### config.mk
export PLATFORM = sky130hd
export DESIGN_NAME = fp4_block_scaled_weighted_dot
export DESIGN_NICKNAME = d
export VERILOG_FILES = /design/src/rtl/core/fp4bsd_pkg.sv /design/src/rtl/core/fp4bsd_fma.sv /design/src/rtl/core/fp4_block_scaled_weighted_dot.sv
export VERILOG_INCLUDE_DIRS = /design/src /design/src/rtl/core
export SDC_FILE = /design/constraint.sdc
export NUM_CORES = 2
export LEC_CHECK = 0
export ABC_AREA = 1
export BUFFER_PORTS_ARGS = -buffer_cell sky130_fd_sc_hd__buf_4
export CORE_MARGIN = 5
export CORE_UTILIZATION = 55
export CTS_CLUSTER_SIZE = 16
export DETAILED_ROUTE_END_ITERATION = 8
export HOLD_SLACK_MARGIN = 0.02
export PLACE_DENSITY = 0.69
export SYNTH_ARGS = -nofsm -noshare
export SYNTH_HDL_FRONTEND = slang
export SYNTH_HIERARCHICAL = 1
export SYNTH_SLANG_ARGS = --single-unit
### constraint.sdc
create_clock -name clk_i -period 10.62 [get_ports clk_i]
set_clock_uncertainty 0.1 [all_clocks]
set_input_delay 1.062 -clock clk_i [delete_from_list [all_inputs] [get_ports clk_i]]
set_output_delay 1.062 -clock clk_i [all_outputs]
set_load 0.02 [all_outputs]
### src/rtl/core/assert_macros.svh
// Assertion macros shared by the RTL modules; empty under synthesis.
`ifndef ASSERT_MACROS_SVH
`define ASSERT_MACROS_SVH
`ifndef SYNTHESIS
`define FP_ASSERT(lbl, prop, msg) \
  lbl: assert property (@(posedge clk_i) disable iff (!rst_ni) (prop)) else $error(msg);
`define FP_ASSERT_NEVER(lbl, expr, msg) \
  `FP_ASSERT(lbl, !(expr), msg)
`else
`define FP_ASSERT(lbl, prop, msg)
`define FP_ASSERT_NEVER(lbl, expr, msg)
`endif
`endif

### src/rtl/core/fp4bsd_pkg.sv
// Types, constants and code decoders of the block-scaled FP4 dot product.
package fp4bsd_pkg;

  localparam logic [31:0] F32_CANON_NAN = 32'h7FC0_0000;
  localparam logic [31:0] F32_ONE       = 32'h3F80_0000;
  localparam logic [31:0] F32_NEG_ZERO  = 32'h8000_0000;
  localparam logic [31:0] F32_POS_ZERO  = 32'h0000_0000;

  typedef enum logic [2:0] {
    SEQ_IDLE,
    SEQ_MAC,
    SEQ_BSCALE,
    SEQ_BACC,
    SEQ_RPROD,
    SEQ_RACC,
    SEQ_EMIT
  } seq_state_e;

  typedef struct packed {
    logic        valid;
    logic [31:0] a;
    logic [31:0] b;
    logic [31:0] c;
  } fma_req_t;

  typedef struct packed {
    logic        done;
    logic [31:0] result;
  } fma_rsp_t;

  function automatic logic [31:0] dec_weight_code(input logic [3:0] code);
    logic [30:0] mag;
    case (code[2:0])
      3'd0:    mag = 31'h0000_0000;
      3'd1:    mag = 31'h3F00_0000;
      3'd2:    mag = 31'h3F80_0000;
      3'd3:    mag = 31'h3FC0_0000;
      3'd4:    mag = 31'h4000_0000;
      3'd5:    mag = 31'h4040_0000;
      3'd6:    mag = 31'h4080_0000;
      default: mag = 31'h40C0_0000;
    endcase
    return {code[3], mag};
  endfunction

  function automatic logic [31:0] dec_scale_code(input logic [7:0] code);
    logic [3:0]  e;
    logic [2:0]  m;
    logic [30:0] mag;
    e = code[6:3];
    m = code[2:0];
    if (e == 4'hF && m == 3'h7) begin
      mag = F32_CANON_NAN[30:0];
    end else if (e == 4'h0) begin
      case (m) inside
        3'd0:       mag = 31'd0;
        3'd1:       mag = {8'd118, 23'd0};
        3'd2, 3'd3: mag = {8'd119, m[0], 22'd0};
        default:    mag = {8'd120, m[1:0], 21'd0};
      endcase
    end else begin
      mag = {8'({4'd0, e} + 8'd120), m, 20'd0};
    end
    return {code[7], mag};
  endfunction

endpackage

### src/rtl/core/fp4bsd_fma.sv
// Four-stage binary32 fused multiply-add with round to nearest even.
`include "assert_macros.svh"
module fp4bsd_fma (
  input  logic                clk_i,
  input  logic                rst_ni,
  input  fp4bsd_pkg::fma_req_t req_i,
  output fp4bsd_pkg::fma_rsp_t rsp_o
);

  localparam int MAG_W = 78;

  typedef struct packed {
    logic nan;
    logic inf;
    logic inf_sign;
  } spec_t;

  // stage 1: unpack, multiply, alignment amount
  logic [7:0]  a_exp, b_exp, c_exp;
  logic        a_zero, b_zero, c_zero, a_inf, b_inf, c_inf, a_nan, b_nan, c_nan;
  logic [23:0] ma, mb, mc;
  logic [11:0] ea, eb, ec, sh_raw;
  logic        sp, clamp;
  spec_t       spec1;

  logic        v1_q, v2_q, v3_q, v4_q;
  logic [47:0] s1_prod_q, s1_prod_d;
  logic [23:0] s1_mc_q;
  logic [6:0]  s1_sh_q, s1_sh_d;
  logic [11:0] s1_e0_q, s1_e0_d;
  logic        s1_sp_q, s1_sc_q;
  spec_t       s1_spec_q;

  always_comb begin
    a_exp  = req_i.a[30:23];
    b_exp  = req_i.b[30:23];
    c_exp  = req_i.c[30:23];
    a_zero = (req_i.a[30:0] == '0);
    b_zero = (req_i.b[30:0] == '0);
    c_zero = (req_i.c[30:0] == '0);
    a_inf  = (a_exp == 8'hFF) && (req_i.a[22:0] == '0);
    b_inf  = (b_exp == 8'hFF) && (req_i.b[22:0] == '0);
    c_inf  = (c_exp == 8'hFF) && (req_i.c[22:0] == '0);
    a_nan  = (a_exp == 8'hFF) && (req_i.a[22:0] != '0);
    b_nan  = (b_exp == 8'hFF) && (req_i.b[22:0] != '0);
    c_nan  = (c_exp == 8'hFF) && (req_i.c[22:0] != '0);
    ma     = {a_exp != 8'd0, req_i.a[22:0]};
    mb     = {b_exp != 8'd0, req_i.b[22:0]};
    mc     = {c_exp != 8'd0, req_i.c[22:0]};
    ea     = (a_exp == 8'd0) ? 12'd1 : {4'd0, a_exp};
    eb     = (b_exp == 8'd0) ? 12'd1 : {4'd0, b_exp};
    ec     = (c_exp == 8'd0) ? 12'd1 : {4'd0, c_exp};
    sp     = req_i.a[31] ^ req_i.b[31];
    s1_prod_d = {24'd0, ma} * {24'd0, mb};
    sh_raw = ea + eb - ec - 12'd100;
    // addend far above the product: anchor the window on the addend
    clamp  = sh_raw[11] && !c_zero;
    if (sh_raw[11]) begin
      s1_sh_d = 7'd0;
    end else if (sh_raw > 12'd100) begin
      s1_sh_d = 7'd100;
    end else begin
      s1_sh_d = sh_raw[6:0];
    end
    s1_e0_d = clamp ? (ec - 12'd202) : (ea + eb - 12'd302);
    spec1.nan = a_nan || b_nan || c_nan || (a_inf && b_zero) || (b_inf && a_zero) ||
                ((a_inf || b_inf) && c_inf && (sp != req_i.c[31]));
    spec1.inf = a_inf || b_inf || c_inf;
    spec1.inf_sign = (a_inf || b_inf) ? sp : req_i.c[31];
  end

  always_ff @(posedge clk_i) begin
    if (req_i.valid) begin
      s1_prod_q <= s1_prod_d;
      s1_mc_q   <= mc;
      s1_sh_q   <= s1_sh_d;
      s1_e0_q   <= s1_e0_d;
      s1_sp_q   <= sp;
      s1_sc_q   <= req_i.c[31];
      s1_spec_q <= spec1;
    end
  end

  // stage 2: align addend with sticky, add or subtract
  logic [MAG_W-1:0]   av, a_al, pv;
  logic [MAG_W+99:0]  a_wide;
  logic [MAG_W:0]     diff;
  logic [MAG_W-1:0]   s2_mag_q, s2_mag_d;
  logic               s2_sign_q, s2_sign_d, s2_zsign_q;
  logic [11:0]        s2_e0_q;
  spec_t              s2_spec_q;

  always_comb begin
    av     = {1'b0, s1_mc_q, 53'd0};
    a_wide = {av, 100'd0} >> s1_sh_q;
    a_al   = {a_wide[MAG_W+99:101], a_wide[100] | (|a_wide[99:0])};
    pv     = {27'd0, s1_prod_q, 3'd0};
    diff   = {1'b0, a_al} - {1'b0, pv};
    if (s1_sp_q != s1_sc_q) begin
      if (diff[MAG_W]) begin
        s2_mag_d  = pv - a_al;
        s2_sign_d = s1_sp_q;
      end else begin
        s2_mag_d  = diff[MAG_W-1:0];
        s2_sign_d = s1_sc_q;
      end
    end else begin
      s2_mag_d  = a_al + pv;
      s2_sign_d = s1_sc_q;
    end
  end

  always_ff @(posedge clk_i) begin
    if (v1_q) begin
      s2_mag_q   <= s2_mag_d;
      s2_sign_q  <= s2_sign_d;
      s2_zsign_q <= s1_sp_q & s1_sc_q;
      s2_e0_q    <= s1_e0_q;
      s2_spec_q  <= s1_spec_q;
    end
  end

  // stage 3: leading one, exponent, normalizing shift amount
  logic [6:0]       lead;
  logic [11:0]      er_norm, lsbpos;
  logic             normal;
  logic [MAG_W-1:0] s3_mag_q;
  logic [11:0]      s3_sa_q;
  logic [7:0]       s3_efield_q;
  logic             s3_ovf_q, s3_sign_q, s3_zero_q, s3_zsign_q;
  spec_t            s3_spec_q;

  always_comb begin
    lead = '0;
    for (int i = 0; i < MAG_W; i++) begin
      if (s2_mag_q[i]) begin
        lead = 7'(i);
      end
    end
    er_norm = s2_e0_q + {5'd0, lead} + 12'd126;
    normal  = !er_norm[11] && (er_norm != 12'd0);
    lsbpos  = normal ? ({5'd0, lead} - 12'd23) : (12'd0 - 12'd148 - s2_e0_q);
  end

  always_ff @(posedge clk_i) begin
    if (v2_q) begin
      s3_mag_q    <= s2_mag_q;
      s3_sa_q     <= 12'd54 - lsbpos;
      s3_efield_q <= normal ? 8'(er_norm - 12'd1) : 8'd0;
      s3_ovf_q    <= normal && (er_norm >= 12'd255);
      s3_sign_q   <= s2_sign_q;
      s3_zero_q   <= (s2_mag_q == '0);
      s3_zsign_q  <= s2_zsign_q;
      s3_spec_q   <= s2_spec_q;
    end
  end

  // stage 4: shift, round, pack
  logic [MAG_W-1:0]  nrm;
  logic [MAG_W+78:0] r_wide;
  logic [11:0]       rs;
  logic              st_r, guard, sticky, rup;
  logic [23:0]       mant;
  logic [30:0]       packed_mag;
  logic [31:0]       res_d, s4_res_q;

  always_comb begin
    rs     = 12'd0 - s3_sa_q;
    r_wide = '0;
    if (!s3_sa_q[11]) begin
      nrm  = s3_mag_q << s3_sa_q[6:0];
      st_r = 1'b0;
    end else begin
      if (rs > 12'd79) begin
        rs = 12'd79;
      end
      r_wide = {s3_mag_q, 79'd0} >> rs[6:0];
      nrm    = r_wide[MAG_W+78:79];
      st_r   = |r_wide[78:0];
    end
    mant   = nrm[77:54];
    guard  = nrm[53];
    sticky = (|nrm[52:0]) | st_r;
    rup    = guard & (sticky | mant[0]);
    packed_mag = {s3_efield_q, 23'd0} + {7'd0, mant} + {30'd0, rup};
    if (s3_spec_q.nan) begin
      res_d = fp4bsd_pkg::F32_CANON_NAN;
    end else if (s3_spec_q.inf) begin
      res_d = {s3_spec_q.inf_sign, 8'hFF, 23'd0};
    end else if (s3_zero_q) begin
      res_d = {s3_zsign_q, 31'd0};
    end else if (s3_ovf_q) begin
      res_d = {s3_sign_q, 8'hFF, 23'd0};
    end else begin
      res_d = {s3_sign_q, packed_mag};
    end
  end

  always_ff @(posedge clk_i) begin
    if (v3_q) begin
      s4_res_q <= res_d;
    end
  end

  always_ff @(posedge clk_i or negedge rst_ni) begin
    if (!rst_ni) begin
      v1_q <= 1'b0;
      v2_q <= 1'b0;
      v3_q <= 1'b0;
      v4_q <= 1'b0;
    end else begin
      v1_q <= req_i.valid;
      v2_q <= v1_q;
      v3_q <= v2_q;
      v4_q <= v3_q;
    end
  end

  assign rsp_o.done   = v4_q;
  assign rsp_o.result = s4_res_q;

  `FP_ASSERT(a_one_in_flight, $countones({v1_q, v2_q, v3_q, v4_q}) <= 1, "fma overlap")
  `FP_ASSERT_NEVER(a_req_busy, req_i.valid && (v1_q || v2_q || v3_q), "fma request while busy")
  `FP_ASSERT(a_nan_canon, (v4_q && s4_res_q[30:23] == 8'hFF && s4_res_q[22:0] != '0) |-> (s4_res_q == fp4bsd_pkg::F32_CANON_NAN), "non-canonical NaN")

endmodule

### src/rtl/core/fp4_block_scaled_weighted_dot.sv
// Top level: element sequencer around one shared fused multiply-add unit.
// Each FMA pass is issued, runs through the 4 pipeline stages, and returns before another pass issues.
// Plain element: one MAC pass; the next transfer is accepted only once the sequencer is idle again.
// Block close adds 2 passes; segment close adds 2 more passes when the segment is routed.
// Output close: the EMIT state registers the result; input ready returns with output valid.
// Reset (rst_ni low, async) clears all sums to +0 and idles the sequencer.
`include "assert_macros.svh"
module fp4_block_scaled_weighted_dot (
  input  logic          clk_i,
  input  logic          rst_ni,
  input  logic          s_axis_tvalid_i,
  output logic          s_axis_tready_o,
  // weight_code[3:0], activation[35:4], block_scale[43:36],
  // route_weight[75:44], tensor_scale[107:76], zero pad[111:108]
  input  logic [111:0]  s_axis_tdata_i,
  // segment_valid[0], end_of_block[1], end_of_segment[2]
  input  logic [2:0]    s_axis_tuser_i,
  input  logic          s_axis_tlast_i,
  output logic          m_axis_tvalid_o,
  input  logic          m_axis_tready_i,
  // sum_bits[31:0]
  output logic [31:0]   m_axis_tdata_o
);

  fp4bsd_pkg::seq_state_e state_q, state_d;
  fp4bsd_pkg::fma_req_t   fma_req;
  fp4bsd_pkg::fma_rsp_t   fma_rsp;

  logic        pend_q, pend_d;
  logic [31:0] w_q, act_q, sc_q, rw_q, ts_q;
  logic        eob_q, eos_q, eoo_q, route_q;
  logic [31:0] block_q, block_d, seg_q, seg_d, tot_q, tot_d, tmp_q, tmp_d;
  logic        out_valid_q, out_valid_d;
  logic [31:0] out_data_q;
  logic        in_xfer, emit_go, issue;

  assign s_axis_tready_o = (state_q == fp4bsd_pkg::SEQ_IDLE);
  assign in_xfer         = s_axis_tvalid_i && s_axis_tready_o;
  assign emit_go         = (state_q == fp4bsd_pkg::SEQ_EMIT) &&
                           (!out_valid_q || m_axis_tready_i);

  fp4bsd_fma u_fma (
    .clk_i  (clk_i),
    .rst_ni (rst_ni),
    .req_i  (fma_req),
    .rsp_o  (fma_rsp)
  );

  always_ff @(posedge clk_i) begin
    if (in_xfer) begin
      w_q   <= fp4bsd_pkg::dec_weight_code(s_axis_tdata_i[3:0]);
      act_q <= s_axis_tdata_i[35:4];
      sc_q  <= fp4bsd_pkg::dec_scale_code(s_axis_tdata_i[43:36]);
      rw_q  <= s_axis_tdata_i[75:44];
      ts_q  <= s_axis_tdata_i[107:76];
    end
    tmp_q <= tmp_d;
    if (emit_go) begin
      out_data_q <= (tot_q[30:23] == 8'hFF && tot_q[22:0] != '0) ?
                    fp4bsd_pkg::F32_CANON_NAN : tot_q;
    end
  end

  always_ff @(posedge clk_i or negedge rst_ni) begin
    if (!rst_ni) begin
      state_q     <= fp4bsd_pkg::SEQ_IDLE;
      pend_q      <= 1'b0;
      eob_q       <= 1'b0;
      eos_q       <= 1'b0;
      eoo_q       <= 1'b0;
      route_q     <= 1'b0;
      block_q     <= fp4bsd_pkg::F32_POS_ZERO;
      seg_q       <= fp4bsd_pkg::F32_POS_ZERO;
      tot_q       <= fp4bsd_pkg::F32_POS_ZERO;
      out_valid_q <= 1'b0;
    end else begin
      state_q     <= state_d;
      pend_q      <= pend_d;
      block_q     <= block_d;
      seg_q       <= seg_d;
      tot_q       <= tot_d;
      out_valid_q <= out_valid_d;
      if (in_xfer) begin
        eoo_q   <= s_axis_tlast_i;
        eos_q   <= s_axis_tuser_i[2] | s_axis_tlast_i;
        eob_q   <= s_axis_tuser_i[1] | s_axis_tuser_i[2] | s_axis_tlast_i;
        route_q <= s_axis_tuser_i[0] && (s_axis_tdata_i[74:44] != '0);
      end
    end
  end

  always_comb begin
    state_d = state_q;
    block_d = block_q;
    seg_d   = seg_q;
    tot_d   = tot_q;
    tmp_d   = tmp_q;
    issue   = 1'b0;
    fma_req = '0;

    unique case (state_q)
      fp4bsd_pkg::SEQ_MAC: begin
        fma_req.a = w_q;
        fma_req.b = act_q;
        fma_req.c = block_q;
      end
      fp4bsd_pkg::SEQ_BSCALE: begin
        fma_req.a = block_q;
        fma_req.b = sc_q;
        fma_req.c = fp4bsd_pkg::F32_NEG_ZERO;
      end
      fp4bsd_pkg::SEQ_BACC: begin
        fma_req.a = tmp_q;
        fma_req.b = fp4bsd_pkg::F32_ONE;
        fma_req.c = seg_q;
      end
      fp4bsd_pkg::SEQ_RPROD: begin
        fma_req.a = rw_q;
        fma_req.b = ts_q;
        fma_req.c = fp4bsd_pkg::F32_NEG_ZERO;
      end
      fp4bsd_pkg::SEQ_RACC: begin
        fma_req.a = tmp_q;
        fma_req.b = seg_q;
        fma_req.c = tot_q;
      end
      default: begin
        fma_req.a = '0;
      end
    endcase

    if (state_q != fp4bsd_pkg::SEQ_IDLE && state_q != fp4bsd_pkg::SEQ_EMIT) begin
      issue = !pend_q;
    end
    fma_req.valid = issue;
    pend_d = fma_rsp.done ? 1'b0 : (issue ? 1'b1 : pend_q);

    unique case (state_q)
      fp4bsd_pkg::SEQ_IDLE: begin
        if (in_xfer) begin
          state_d = fp4bsd_pkg::SEQ_MAC;
        end
      end
      fp4bsd_pkg::SEQ_MAC: begin
        if (fma_rsp.done) begin
          block_d = fma_rsp.result;
          if (eob_q) begin
            state_d = fp4bsd_pkg::SEQ_BSCALE;
          end else begin
            state_d = fp4bsd_pkg::SEQ_IDLE;
          end
        end
      end
      fp4bsd_pkg::SEQ_BSCALE: begin
        if (fma_rsp.done) begin
          tmp_d   = fma_rsp.result;
          state_d = fp4bsd_pkg::SEQ_BACC;
        end
      end
      fp4bsd_pkg::SEQ_BACC: begin
        if (fma_rsp.done) begin
          block_d = fp4bsd_pkg::F32_POS_ZERO;
          seg_d   = fma_rsp.result;
          if (!eos_q) begin
            state_d = fp4bsd_pkg::SEQ_IDLE;
          end else if (route_q) begin
            state_d = fp4bsd_pkg::SEQ_RPROD;
          end else begin
            // skipped segment still drops its sum
            seg_d   = fp4bsd_pkg::F32_POS_ZERO;
            state_d = eoo_q ? fp4bsd_pkg::SEQ_EMIT : fp4bsd_pkg::SEQ_IDLE;
          end
        end
      end
      fp4bsd_pkg::SEQ_RPROD: begin
        if (fma_rsp.done) begin
          tmp_d   = fma_rsp.result;
          state_d = fp4bsd_pkg::SEQ_RACC;
        end
      end
      fp4bsd_pkg::SEQ_RACC: begin
        if (fma_rsp.done) begin
          tot_d   = fma_rsp.result;
          seg_d   = fp4bsd_pkg::F32_POS_ZERO;
          state_d = eoo_q ? fp4bsd_pkg::SEQ_EMIT : fp4bsd_pkg::SEQ_IDLE;
        end
      end
      fp4bsd_pkg::SEQ_EMIT: begin
        if (emit_go) begin
          tot_d   = fp4bsd_pkg::F32_POS_ZERO;
          state_d = fp4bsd_pkg::SEQ_IDLE;
        end
      end
      default: begin
        state_d = fp4bsd_pkg::SEQ_IDLE;
      end
    endcase

    if (emit_go) begin
      out_valid_d = 1'b1;
    end else if (m_axis_tready_i) begin
      out_valid_d = 1'b0;
    end else begin
      out_valid_d = out_valid_q;
    end
  end

  assign m_axis_tvalid_o = out_valid_q;
  assign m_axis_tdata_o  = out_data_q;

  `FP_ASSERT(a_done_pend, fma_rsp.done |-> pend_q, "fma result without request")
  `FP_ASSERT_NEVER(a_issue_busy, fma_req.valid && pend_q, "fma issued while busy")
  `FP_ASSERT(a_route_gate, (state_q == fp4bsd_pkg::SEQ_RPROD) |-> (eos_q && route_q), "route pass on skipped segment")
  `FP_ASSERT(a_emit_clear, emit_go |=> (tot_q == fp4bsd_pkg::F32_POS_ZERO && m_axis_tvalid_o), "total not cleared on emit")

endmodule

==> impl_metrics.toml <==
[run_status]
outcome = "completed"

[sta]
worst_pin_slew_ps = 1210
finalSetupTns_ps = 0
max_freq_ghz = 0.100
grt_setup_unrepaired = "no"
period_needed_ps = 9950
maxSlewHeadroom = 0.189
setup_violations = 0
drv_slew = 0
finalCritPeriodShare = 0.937
finalHoldViolCount = 0

[die]
rows = 129
die-area_um2 = 132000
die_height_um = 364
ios = 154
core_region_area_um2 = 124000
die_x_um = 364
initial_utilization = 0.555

[placement]
dpl_cell_area_um2 = 71500
dp.cells = 11000
dp_hpwl_um = 200000
gp_congestion = 1.04
port_buffers = 149

[yosys]
yosysSeqAreaShare = 0.257
netlist_area_um2 = 68800
synth_compound_area_frac = 0.151
synth_top_cell_by_area = "edfxtp_1"
ys_warn_count = 6
async_flop_share = 0.179
synth_area_per_cell_um2 = 7.21
synth.area.top_cells = "edfxtp_1 (22%), fa_1 (14%), nand2_1 (12%), inv_1 (10%), ha_1 (6.7%)"
yosysUniqueCellTypes = 82
synth-seq-cells = 608
synth_edf_count = 499
synth_top_family_by_area = "simple AND/OR/NAND/NOR gates"
synth.area.mux_share = 0.0173
synthAdderAreaFrac = 0.209
synth.top_cell.area_share = 0.218
ys.flop_type = "edfxtp_1"
syn_inst = 9555
synth_xor_area_frac = 0.0197
synth_nets = 10500
synth_simple_gate_area_frac = 0.212

[worst_setup_path]
crit_fanout = 25
cp_slowest_stage_delay_ps = 550
cpMostUsedCell = "nand2_1"
cpMaxStageDelayCell = "fa_1"
crit_required_ps = 10920
worstPathArrival_ps = 10260
cp-start-kind = "flip-flop"
critPathCaptureType = "flip-flop"
critPathKind = "flip-flop to flip-flop"

[finish]
drive_gt1_frac = 0.0640
mostFrequentLayoutCell = "nand2_1"
final_cell_mix = "nand2_1 (2291), inv_1 (1852), o21ai_0 (809)"
fillerInstances = 11600
design_area_um2 = 73900
fin_nets = 10400
post-route-util = 0.596
area_delta_synth_final_pct = 7.37
final-instance-count-excl-fill = 11100

[clocking]
numCtsBuffers = 70
ctsHtreeMaxLevel = 3
cts.sinks = 608
worstSkewPairLatency_ps = 700
ctsHoldBuffers = 0
tritoncts = "done"
max-clock-path-buffers = 3
clk_pin_slew_ps = 60
cts_root_buf = "clkbuf_16"

[route]
drc = 0
wl_per_cell_um = 22.2
routed_wl_um = 248000
detail_route.iter0.violations = 7189
viasPerCell = 5.78
vias = 64400
ant_nets = 0
drt_pass1_iterations = 8

[global_route]
grt_pass1_vias = 61300
grt_pass1_wl_um = 372000
overflow = 0
grt_antenna_before_repair = 8
grt_usage = 0.368
grt_max_degree = 145

[worst_hold_path]
worst_hold_path_type = "flip-flop to flip-flop"

[flow_run]
drv_cap = 0
## layer usage
metal | routed length, um | vias to the layer above | GRT usage
li1 | - | 30200 | -
met2 | 110000 | 3194 | 0.576
met5 | 26 | - | 0
met1 | 100000 | 30500 | 0.500
met4 | 14600 | 4 | 0.183
met3 | 23100 | 550 | 0.0592
## through the flow
| step | worst slack (ps) | hold slack [ps] |
|---|---|---|
| finish | 666 | 310 |
| global route | 39.3 | 321 |
| detailed placement | 699 | 305 |
| CTS | 607 | 308 |
| global placement | 831 | 303 |
| floorplan | 1800 | 300 |
## critical path: cells and delay by family, from the launching register on
kind | cells | cell delay, ps
AND/OR/NAND/NOR | 16 | 2060
AO/OA/AOI/OAI | 13 | 2360
flip-flops | 1 | 540
XOR/XNOR | 1 | 60
buffers and inverters | 6 | 980
adder cells (fa/ha/maj) | 8 | 3490
## kinds of logic (layout without fill, tap and decap cells)
group                      Yosys count  in the layout
AOI/OAI and AO/OA                 1849           1849
xor gates and xnor gates           155            155
adders and majority gates          857            857
buffers and inverters             2391           2334
DFF                                608            608
muxes                              119            119
other                                0              4
and+or+nand+nor                   3576           3577
## area by class of cell
class / instances / area (um^2) / share of cell area
well taps: 1637 / 2050 / 0.0277
inverters: 1888 / 7100 / 0.0961
clock buffers: 89 / 1900 / 0.0257
repair buffers: 317 / 2520 / 0.0341
flip-flops and latches: 608 / 17700 / 0.240
diodes: 4 / 10.0 / 0.000135
multi-input cells: 6557 / 42100 / 0.570
clock inverters: 40 / 479 / 0.00648
## synth_stat cells (7+ instances only)
master,instances
fa_1,487
o21bai_1,15
dfrtp_1,109
buf_1,47
edfxtp_1,499
a22oi_1,26
o31ai_1,28
o32ai_1,10
o21ai_0,832
inv_1,1855
nand2_1,2291
nor3_1,82
o221ai_1,23
o21ai_1,111
nor4_1,64
nand4_1,60
o2111ai_1,24
or2_2,27
xnor2_1,22
ha_1,370
o21a_1,32
inv_2,24
buf_4,23
a2111oi_0,9
o41ai_1,7
o211ai_1,42
o22ai_1,34
nand3_1,288
o21ai_2,22
nor2_1,700
nand2_2,8
a31oi_1,107
clkbuf_1,359
xor2_1,133
buf_6,13
nor2_4,8
mux2i_1,119
a21oi_1,472
buf_2,60
## path summary, 6_finish.rpt
check,from,to,slack (ps),cells after the start
setup / recovery,state_q[1],u_fma/s1_prod_q[46],670,44
hold / removal,u_fma/s1_e0_q[10],u_fma/s2_e0_q[10],310,0
max in group asynchronous,rst_ni,u_fma/v1_q,8750,2
min in group asynchronous,rst_ni,eob_q,380,1
setup reg to reg,state_q[1],u_fma/s1_prod_q[46],670,44
hold reg to reg,u_fma/s1_e0_q[10],u_fma/s2_e0_q[10],310,0
## what timing repair did
item / 4_1_cts / 5_1_grt
resized for setup: 0 / 1
endpoints found under the setup margin: 0 / 3
setup buffers: 0 / 2
## flip-flops by register name (all words and copies together) (netlist names), 7 cells and up
register / count
rw_q: 32
tot_q: 32
u_fma/s2_mag_q: 78
u_fma/s1_sh_q: 7
u_fma/s3_sa_q: 12
m_axis_tdata_o: 32
block_q: 32
tmp_q: 32
ts_q: 32
u_fma/s1_prod_q: 48
sc_q: 10
u_fma/s3_efield_q: 8
u_fma/s1_mc_q: 24
u_fma/s3_mag_q: 78
act_q: 32
seg_q: 32
u_fma/s1_e0_q: 10
u_fma/s2_e0_q: 10
u_fma/s4_res_q: 32
Power is left out: the tool's default activity adds up to more than one toggle a clock period on the data nets, which glitch-free logic cannot reach.
